[src/hdl/clcid_pkg.sv]
package clcid_pkg;

    localparam logic [2:0] KIND_TICK   = 3'd0;
    localparam logic [2:0] KIND_CHECK  = 3'd1;
    localparam logic [2:0] KIND_REQ    = 3'd2;
    localparam logic [2:0] KIND_ENUM   = 3'd3;
    localparam logic [2:0] KIND_REPORT = 3'd4;

    localparam logic [2:0] OUT_CHECK  = 3'd0;
    localparam logic [2:0] OUT_REQ    = 3'd1;
    localparam logic [2:0] OUT_ENUM   = 3'd2;
    localparam logic [2:0] OUT_REPORT = 3'd3;
    localparam logic [2:0] OUT_LOCAL  = 3'd4;

    localparam logic [1:0] PH_CONFIGURED = 2'd0;
    localparam logic [1:0] PH_CABLE      = 2'd1;
    localparam logic [1:0] PH_ID_RECV    = 2'd2;
    localparam logic [1:0] PH_UP         = 2'd3;

    localparam logic PORT_DOWN = 1'b0;
    localparam logic PORT_UP   = 1'b1;

    localparam logic [7:0] GOOD_BYTE = 8'hD2;
    localparam logic [7:0] NO_ID     = 8'hFF;

    localparam logic [1:0] CFG_IDX_BURST     = 2'd0;
    localparam logic [1:0] CFG_IDX_RETRY     = 2'd1;
    localparam logic [1:0] CFG_IDX_KEEPALIVE = 2'd2;

    localparam logic [7:0]  RST_BURST     = 8'd10;
    localparam logic [15:0] RST_RETRY     = 16'd100;
    localparam logic [15:0] RST_KEEPALIVE = 16'd2000;

    typedef struct packed {
        logic [7:0]  burst_checks;
        logic [15:0] retry_interval_ms;
        logic [15:0] keepalive_interval_ms;
    } t_cfg;

    typedef struct packed {
        logic [2:0]  kind;
        logic        direction;
        logic [31:0] now_ms;
        logic [7:0]  msg_id;
        logic [15:0] pattern_bytes;
        logic [1:0]  pattern_len;
    } t_item;

    typedef struct packed {
        logic [2:0] send_kind;
        logic       send_direction;
        logic [7:0] send_id;
        logic       last;
        logic [1:0] node_phase;
        logic       node_is_master;
        logic [7:0] node_number;
    } t_result;

    typedef struct packed {
        logic       load;
        logic [1:0] count;
    } t_load;

    function automatic t_result mk_res(logic [2:0] kind, logic dir, logic [7:0] id);
        t_result r;
        r = '0;
        r.send_kind      = kind;
        r.send_direction = dir;
        r.send_id        = id;
        return r;
    endfunction

endpackage

[src/hdl/clcid_step.sv]
module clcid_step (
    input  logic               i_clk,
    input  logic               i_rst_n,
    input  clcid_pkg::t_cfg    i_cfg,
    input  clcid_pkg::t_item   i_item,
    input  logic               i_fire,
    output logic [1:0]         o_count,
    output clcid_pkg::t_result o_res0,
    output clcid_pkg::t_result o_res1
);
    import clcid_pkg::*;

    logic [1:0]  r_phase, n_phase;
    logic        r_master, n_master;
    logic [7:0]  r_node_id, n_node_id;
    logic [31:0] r_last_time, n_last_time;
    logic [1:0]  r_link_ok, n_link_ok;
    logic [15:0] r_sent, n_sent;

    logic [31:0] w_diff;
    logic        w_retry_due;
    logic        w_keep_due;
    logic        w_good;
    logic [7:0]  w_byte0;
    logic [7:0]  w_byte1;

    assign w_diff      = i_item.now_ms - r_last_time;
    assign w_retry_due = w_diff > {16'd0, i_cfg.retry_interval_ms};
    assign w_keep_due  = w_diff > {16'd0, i_cfg.keepalive_interval_ms};
    assign w_byte0     = i_item.pattern_bytes[7:0];
    assign w_byte1     = i_item.pattern_bytes[15:8];
    assign w_good      = (i_item.pattern_len == 2'd0 || w_byte0 == GOOD_BYTE)
                      && (i_item.pattern_len <= 2'd1 || w_byte1 == GOOD_BYTE);

    always_comb begin
        t_result v_r0;
        t_result v_r1;
        logic [1:0] v_n;
        v_r0        = '0;
        v_r1        = '0;
        v_n         = 2'd0;
        n_phase     = r_phase;
        n_master    = r_master;
        n_node_id   = r_node_id;
        n_last_time = r_last_time;
        n_link_ok   = r_link_ok;
        n_sent      = r_sent;
        unique case (i_item.kind)
            KIND_TICK: begin
                unique case (r_phase)
                    PH_CONFIGURED: begin
                        v_r0        = mk_res(OUT_CHECK, PORT_UP, 8'd0);
                        v_r1        = mk_res(OUT_CHECK, PORT_DOWN, 8'd0);
                        v_n         = 2'd2;
                        n_sent      = r_sent + 16'd1;
                        n_last_time = i_item.now_ms;
                        n_phase     = PH_CABLE;
                    end
                    PH_CABLE: begin
                        if (r_sent < {8'd0, i_cfg.burst_checks}) begin
                            if (w_retry_due) begin
                                v_r0        = mk_res(OUT_CHECK, PORT_UP, 8'd0);
                                v_r1        = mk_res(OUT_CHECK, PORT_DOWN, 8'd0);
                                v_n         = 2'd2;
                                n_sent      = r_sent + 16'd1;
                                n_last_time = i_item.now_ms;
                            end
                        end else if (r_link_ok[PORT_UP]) begin
                            v_r0    = mk_res(OUT_REQ, PORT_UP, 8'd0);
                            v_n     = 2'd1;
                            n_phase = PH_ID_RECV;
                        end else begin
                            n_node_id = 8'd0;
                            n_master  = 1'b1;
                            n_phase   = PH_UP;
                        end
                    end
                    PH_ID_RECV: begin
                        if (r_node_id != NO_ID) begin
                            n_phase = PH_UP;
                        end else if (w_retry_due) begin
                            v_r0        = mk_res(OUT_REQ, PORT_UP, 8'd0);
                            v_n         = 2'd1;
                            n_last_time = i_item.now_ms;
                        end
                    end
                    PH_UP: begin
                        if (w_keep_due) begin
                            v_r0        = mk_res(OUT_CHECK, PORT_UP, 8'd0);
                            v_r1        = mk_res(OUT_CHECK, PORT_DOWN, 8'd0);
                            v_n         = 2'd2;
                            n_sent      = r_sent + 16'd1;
                            n_last_time = i_item.now_ms;
                        end
                    end
                    default: begin
                    end
                endcase
            end
            KIND_CHECK: begin
                n_link_ok[i_item.direction] = w_good;
            end
            KIND_REQ: begin
                if (i_item.direction == PORT_DOWN) begin
                    v_n = 2'd1;
                    if (r_master) begin
                        v_r0 = mk_res(OUT_ENUM, PORT_DOWN, 8'd1);
                    end else begin
                        v_r0 = mk_res(OUT_REQ, PORT_UP, 8'd0);
                    end
                end
            end
            KIND_ENUM: begin
                if (i_item.direction == PORT_UP) begin
                    n_master  = 1'b0;
                    n_node_id = i_item.msg_id;
                    v_r0      = mk_res(OUT_REPORT, PORT_UP, i_item.msg_id);
                    v_n       = 2'd1;
                    if (r_link_ok[PORT_DOWN]) begin
                        v_r1 = mk_res(OUT_ENUM, PORT_DOWN, i_item.msg_id + 8'd1);
                        v_n  = 2'd2;
                    end
                end
            end
            KIND_REPORT: begin
                v_n = 2'd1;
                if (r_master) begin
                    v_r0 = mk_res(OUT_LOCAL, PORT_DOWN, i_item.msg_id);
                end else begin
                    v_r0 = mk_res(OUT_REPORT, PORT_UP, i_item.msg_id);
                end
            end
            default: begin
            end
        endcase
        v_r0.last           = (v_n == 2'd1);
        v_r1.last           = 1'b1;
        v_r0.node_phase     = n_phase;
        v_r1.node_phase     = n_phase;
        v_r0.node_is_master = n_master;
        v_r1.node_is_master = n_master;
        v_r0.node_number    = n_node_id;
        v_r1.node_number    = n_node_id;
        o_res0  = v_r0;
        o_res1  = v_r1;
        o_count = v_n;
    end

    always_ff @(posedge i_clk) begin
        if (!i_rst_n) begin
            r_phase     <= PH_CONFIGURED;
            r_master    <= 1'b0;
            r_node_id   <= NO_ID;
            r_last_time <= 32'd0;
            r_link_ok   <= 2'b00;
            r_sent      <= 16'd0;
        end else if (i_fire) begin
            r_phase     <= n_phase;
            r_master    <= n_master;
            r_node_id   <= n_node_id;
            r_last_time <= n_last_time;
            r_link_ok   <= n_link_ok;
            r_sent      <= n_sent;
        end
    end

endmodule

[src/hdl/clcid_out_buf.sv]
module clcid_out_buf (
    input  logic               i_clk,
    input  logic               i_rst_n,
    input  clcid_pkg::t_load   i_load,
    input  clcid_pkg::t_result i_res0,
    input  clcid_pkg::t_result i_res1,
    input  logic               i_tready,
    output logic               o_tvalid,
    output clcid_pkg::t_result o_res,
    output logic               o_can_load
);
    import clcid_pkg::*;

    logic [1:0] r_cnt;
    t_result    r_res0;
    t_result    r_res1;
    logic       w_pop;

    assign o_tvalid   = (r_cnt != 2'd0);
    assign o_res      = r_res0;
    assign w_pop      = o_tvalid && i_tready;
    assign o_can_load = (r_cnt == 2'd0) || (r_cnt == 2'd1 && i_tready);

    always_ff @(posedge i_clk) begin
        if (!i_rst_n) begin
            r_cnt <= 2'd0;
        end else if (i_load.load) begin
            r_cnt <= i_load.count;
        end else if (w_pop) begin
            r_cnt <= r_cnt - 2'd1;
        end
    end

    always_ff @(posedge i_clk) begin
        if (i_load.load) begin
            r_res0 <= i_res0;
            r_res1 <= i_res1;
        end else if (w_pop) begin
            r_res0 <= r_res1;
        end
    end

endmodule

[src/hdl/chain_link_check_and_id_enumeration_core.sv]
// channel | dir | signals                  | contents
// s_axis  | in  | tvalid tready tdata tuser | received message or millisecond tick
// m_axis  | out | tvalid tready tdata tuser | message to send or id reported locally
//         |     | tlast                     |
// cfg     | in  | we index data             | burst_checks, retry and keepalive intervals
//
// One request is taken per cycle when it yields at most one result and m_axis does not
// stall; a request with two results holds the input while the two-entry result buffer
// drains. A request is held in the input register, and its results then in the result
// buffer. Reset is synchronous and returns node state and configuration to defaults.
// A stall on m_axis fills the result buffer, then the input register, then drops tready.
module chain_link_check_and_id_enumeration_core (
    input  logic        i_clk,
    input  logic        i_rst_n,
    input  logic        i_s_axis_tvalid,
    output logic        o_s_axis_tready,
    // [0] direction, [32:1] now_ms, [40:33] msg_id, [56:41] pattern_bytes,
    // [58:57] pattern_len, [63:59] zero
    input  logic [63:0] i_s_axis_tdata,
    // [2:0] kind
    input  logic [2:0]  i_s_axis_tuser,
    output logic        o_m_axis_tvalid,
    input  logic        i_m_axis_tready,
    // [0] send_direction, [8:1] send_id, [10:9] node_phase, [11] node_is_master,
    // [19:12] node_number, [23:20] zero
    output logic [23:0] o_m_axis_tdata,
    // [2:0] send_kind
    output logic [2:0]  o_m_axis_tuser,
    output logic        o_m_axis_tlast,
    input  logic        i_cfg_we,
    input  logic [1:0]  i_cfg_index,
    input  logic [15:0] i_cfg_data
);
    import clcid_pkg::*;

    t_cfg    r_cfg;
    logic    r_in_valid;
    t_item   r_in;
    logic    w_fire;
    logic    w_accept;
    logic    w_can_load;
    logic [1:0] w_count;
    t_result w_res0;
    t_result w_res1;
    t_result w_out;
    t_load   w_load;

    always_ff @(posedge i_clk) begin
        if (!i_rst_n) begin
            r_cfg.burst_checks          <= RST_BURST;
            r_cfg.retry_interval_ms     <= RST_RETRY;
            r_cfg.keepalive_interval_ms <= RST_KEEPALIVE;
        end else if (i_cfg_we) begin
            unique case (i_cfg_index)
                CFG_IDX_BURST:     r_cfg.burst_checks          <= i_cfg_data[7:0];
                CFG_IDX_RETRY:     r_cfg.retry_interval_ms     <= i_cfg_data;
                CFG_IDX_KEEPALIVE: r_cfg.keepalive_interval_ms <= i_cfg_data;
                default: begin
                end
            endcase
        end
    end

    assign w_fire          = r_in_valid && (w_can_load || w_count == 2'd0);
    assign o_s_axis_tready = !r_in_valid || w_fire;
    assign w_accept        = i_s_axis_tvalid && o_s_axis_tready;
    assign w_load.load     = w_fire && (w_count != 2'd0);
    assign w_load.count    = w_count;

    always_ff @(posedge i_clk) begin
        if (!i_rst_n) begin
            r_in_valid <= 1'b0;
        end else if (w_accept) begin
            r_in_valid <= 1'b1;
        end else if (w_fire) begin
            r_in_valid <= 1'b0;
        end
    end

    always_ff @(posedge i_clk) begin
        if (w_accept) begin
            r_in.kind          <= i_s_axis_tuser;
            r_in.direction     <= i_s_axis_tdata[0];
            r_in.now_ms        <= i_s_axis_tdata[32:1];
            r_in.msg_id        <= i_s_axis_tdata[40:33];
            r_in.pattern_bytes <= i_s_axis_tdata[56:41];
            r_in.pattern_len   <= i_s_axis_tdata[58:57];
        end
    end

    clcid_step u_step (
        .i_clk   (i_clk),
        .i_rst_n (i_rst_n),
        .i_cfg   (r_cfg),
        .i_item  (r_in),
        .i_fire  (w_fire),
        .o_count (w_count),
        .o_res0  (w_res0),
        .o_res1  (w_res1)
    );

    clcid_out_buf u_out_buf (
        .i_clk      (i_clk),
        .i_rst_n    (i_rst_n),
        .i_load     (w_load),
        .i_res0     (w_res0),
        .i_res1     (w_res1),
        .i_tready   (i_m_axis_tready),
        .o_tvalid   (o_m_axis_tvalid),
        .o_res      (w_out),
        .o_can_load (w_can_load)
    );

    assign o_m_axis_tdata = {4'd0, w_out.node_number, w_out.node_is_master,
                             w_out.node_phase, w_out.send_id, w_out.send_direction};
    assign o_m_axis_tuser = w_out.send_kind;
    assign o_m_axis_tlast = w_out.last;

endmodule
[config.mk]
export PLATFORM = sky130hd
export DESIGN_NAME = chain_link_check_and_id_enumeration_core
export DESIGN_NICKNAME = d
export VERILOG_FILES = /design/src/hdl/clcid_pkg.sv /design/src/hdl/clcid_step.sv /design/src/hdl/clcid_out_buf.sv /design/src/hdl/chain_link_check_and_id_enumeration_core.sv
export SDC_FILE = /design/constraint.sdc
export NUM_CORES = 1
export LEC_CHECK = 0
export BUFFER_PORTS_ARGS = -buffer_cell sky130_fd_sc_hd__buf_2
export CAP_MARGIN = 25
export CORE_MARGIN = 1
export CORE_UTILIZATION = 50
export CTS_CLUSTER_SIZE = 40
export DETAILED_ROUTE_END_ITERATION = 10
export PLACE_DENSITY_LB_ADDON = 0.05
export SYNTH_ARGS = -nofsm -noshare
export SYNTH_HDL_FRONTEND = slang
export SYNTH_SLANG_ARGS = --single-unit
[constraint.sdc]
create_clock -name i_clk -period 20.8 [get_ports i_clk]
set_input_delay 6.24 -clock i_clk [delete_from_list [all_inputs] [get_ports i_clk]]
set_output_delay 6.24 -clock i_clk [all_outputs]
set_load 0.02 [all_outputs]
==> run_results.csv <==
group,metric,value,unit
timing,setup_viol,0,
cts,clkSlewWorstSetupHoldPaths,0.05,ns
finish,antenna_cells,0,
setup_path,crit_path_frequent_cell,"buf_2",
setup_path,cp_cell_sequence,"buf_2 > a21oi_1 > nand2_1 > a31oi_1 > inv_1 > buf_2",
outcome,status,"finished, final reports clean",
cts,cts_post_setup_buffers_inserted,0,
global_routing,grt_pass1_wl,41.6,mm
drt,dr.pass1.iters,5,
timing,fin_tns_setup,0,ns
synth,yosys.cell_types.count,88,
synth,synth_cells,1253,
drt,drtAntennaViolNets,0,
setup_path,reg2reg_to,"u_step.r_last_time[0]",
finish,fin_nets,1508,
drt,drt-initial-drc-count,493,
drt,wire_per_inst,15.3,um
global_routing,antenna_found_initial,0,
placement,dpl.hpwl,18.5,mm
cts,ctsHtreeMaxLevel,1,
cts,clk_path_buf_depth,3,
cts,root_buffer,"clkbuf_16",
timing,fin_crit,13.50,ns
synth,ys_async_sr_fraction,0,%
setup_path,slowest_delay,0.37,ns
setup_path,reg2reg_depth,22,
drt,wl,25.5,mm
setup_path,crit_start,"i_m_axis_tready",
setup_path,cp_data_arrival_time,7.26,ns
synth,synthesis.area,11700,um2
timing,holdWs,0.456,ns
cts,tritoncts,"done",
timing,tightest_slew,1.02,ns
cts,hold_buffers,0,
setup_path,slowest_stage,"a31oi_1",
global_routing,grt_max_degree,71,
die,rows,55,
placement,gp_congestion,0.912,
synth,ys_ff_latch,210,
global_routing,grt_pass1_vias,8460,
timing,skew,0.0121,ns
synth,ys_seq_area_share,44.9,%
cts,post_cts_resized,0,
synth,syn_avg_cell_area,9.37,um2
global_routing,grt_overflow_total,0,
timing,fin_crit_sh,64.9,%
timing,slew_viol_final,0,
timing,hold_viol_final,0,
setup_path,rrSetupSlack,14.77,ns
die,start_util,51.4,%
cts,cts.sinks,210,
die,ios,120,
setup_path,worstReg2RegStart,"r_in[27]",
setup_path,path_class,"input port to primary output",
drt,via_count,9086,
die,die_h,155,um
finish,area_growth,12.8,%
setup_path,setup.worst_path.end_class,"primary output",
placement,port_buffers,110,
setup_path,required,14.56,ns
die,die_area,24100,um2
min_path,hold_class,"register to register",
cts,cts_buffers,23,
power,power,1.10,mW
die,die_w,155,um
power,leakage,5.05,nW
die,coreArea,22800,um2
setup_path,critPathMaxFanout,3,
power,power_density,82.8,nW/um2
synth,synth-edff-count,106,
drt,drcViolationCount,0,
setup_path,crit_path_end,"o_s_axis_tready",
timing,rsz0062_at_grt,"false",
synth,ys.flop_type,"edfxtp_1",
finish,fill_cells,2057,
synth,yosysWarnings,0,
finish,drive_gt1_share,13.6,%
timing,fmax,74.1,MHz
setup_path,crit_path_start_kind,"input port",
min_path,hold_start,"u_step.r_last_time[7]",
global_routing,track_usage,21.3,%
power,vdd_drop_max,0.0625,mV
cts,insertion_delay,0.52,ns
job,maxCapViolations,0,
timing,worst_slew_margin_rel,31.8,%
drt,routed_via_density,5.45,
==> where the power goes <==
| group | internal [mW] | leakage (nW) | switching (mW) |
|---|---|---|---|
| Clock | 0.238 | 0.368 | 0.163 |
| Sequential | 0.470 | 1.85 | 0.0125 |
| Combinational | 0.0798 | 2.83 | 0.133 |
| Total | 0.788 | 5.05 | 0.308 |
==> cell usage after synthesis, types with 4 or more instances <==
| cell type | count | area, um2 |
|---|---|---|
| or4_1 | 12 | 90.1 |
| o211ai_1 | 21 | 158 |
| or3_1 | 9 | 56.3 |
| a22o_1 | 9 | 78.8 |
| nand4_1 | 23 | 144 |
| xor2_1 | 12 | 105 |
| ha_1 | 79 | 988 |
| nor4_1 | 7 | 43.8 |
| nor2_1 | 72 | 270 |
| o21a_1 | 11 | 82.6 |
| dfxtp_1 | 104 | 2080 |
| o21ai_1 | 5 | 25.0 |
| nand3b_1 | 4 | 30.0 |
| nor3_1 | 15 | 75.1 |
| mux2_2 | 11 | 124 |
| o21ai_0 | 44 | 220 |
| nor2b_1 | 15 | 93.8 |
| a21oi_1 | 91 | 455 |
| nand2_1 | 187 | 702 |
| a211oi_1 | 7 | 52.6 |
| nand4b_1 | 4 | 35.0 |
| xnor2_1 | 14 | 123 |
| nand2b_1 | 11 | 68.8 |
| buf_2 | 6 | 30.0 |
| and2_1 | 9 | 56.3 |
| clkbuf_1 | 46 | 173 |
| mux2i_1 | 47 | 470 |
| and3_1 | 10 | 62.6 |
| a31oi_1 | 12 | 75.1 |
| o31ai_1 | 12 | 90.1 |
| inv_1 | 101 | 379 |
| buf_4 | 4 | 30.0 |
| edfxtp_1 | 106 | 3180 |
| a21o_1 | 17 | 128 |
| nand3_1 | 34 | 170 |
| a21boi_0 | 4 | 30.0 |
==> worst min-delay path by stage <==
stage | to | slack (ns) | depth (start not counted)
floorplan | u_step.r_last_time[10] | 0.43 | 2
global placement | u_step.r_last_time[16] | 0.44 | 2
detailed placement | u_step.r_last_time[7] | 0.45 | 2
CTS | r_cfg[26] | 0.46 | 2
global route | r_cfg[26] | 0.47 | 2
finish | u_step.r_last_time[7] | 0.46 | 2
==> registers in the layout, summed over array words and instances (netlist names), 2 cells and up <==
| register | flops |
|---|---|
| u_out_buf.o_res | 24 |
| u_step.r_node_id | 8 |
| u_step.r_sent | 16 |
| u_step.r_last_time | 32 |
| u_out_buf.r_cnt | 2 |
| r_in | 62 |
| r_cfg | 40 |
| u_step.r_link_ok | 2 |
| u_step.r_phase | 2 |
| u_out_buf.r_res1 | 20 |
==> worst max-delay path, delay by kind of cell <==
kind | cells | cell delay, ns
simple gates | 1 | 0.08
buf+inv | 3 | 0.35
compound gates | 2 | 0.60
==> cell usage in the layout, fill, tap and decap left out, types with 15 or more instances in the layout <==
cell and n:
ha_1 79, clkbuf_16 23, buf_2 109, nand3_1 34, inv_1 101, o211ai_1 21
o21ai_0 44, a21o_1 17, dfxtp_1 104, nand2_1 187, nor3_1 15, edfxtp_1 106
nand4_1 23, a21oi_1 91, nor2_1 72, mux2i_1 47
==> kinds of logic after synthesis <==
kind of cell	share of synthesized area, %
simple gates	17.8
mux	5.16
flops	44.9
compound gates	16.1
fa+ha+maj	8.59
xor+xnor	1.94
buf+inv	5.53
other cells	0.0320
==> through the flow <==
step	utilization (%)	worst slack, ns	instances	area, um2
floorplan	-	7.74	1256	11700
global placement	54.7	7.26	1626	12500
detailed placement	54.7	7.29	1626	12500
CTS	57.9	7.28	1668	13200
global route	57.9	7.13	1668	13200
finish	57.9	7.30	1668	13200
==> area by class of cell <==
class / instances / area [um2] / share of cell area (%)
clock buffer: 31 / 636 / 4.80
clock inverter: 11 / 105 / 0.794
inverter: 101 / 379 / 2.86
multi-input combinational: 885 / 5850 / 44.2
sequential: 210 / 5270 / 39.8
tap: 313 / 392 / 2.96
timing repair buffer: 117 / 606 / 4.58
==> routing by layer <==
layer / part of all wire [%] / track usage, %
met1: 48 / 28.8
met3: 3.4 / 2.59
met4: 2.2 / 5.51
met5: 0 / 0
met2: 46 / 36.3
Power figures use the tool's default switching activity.
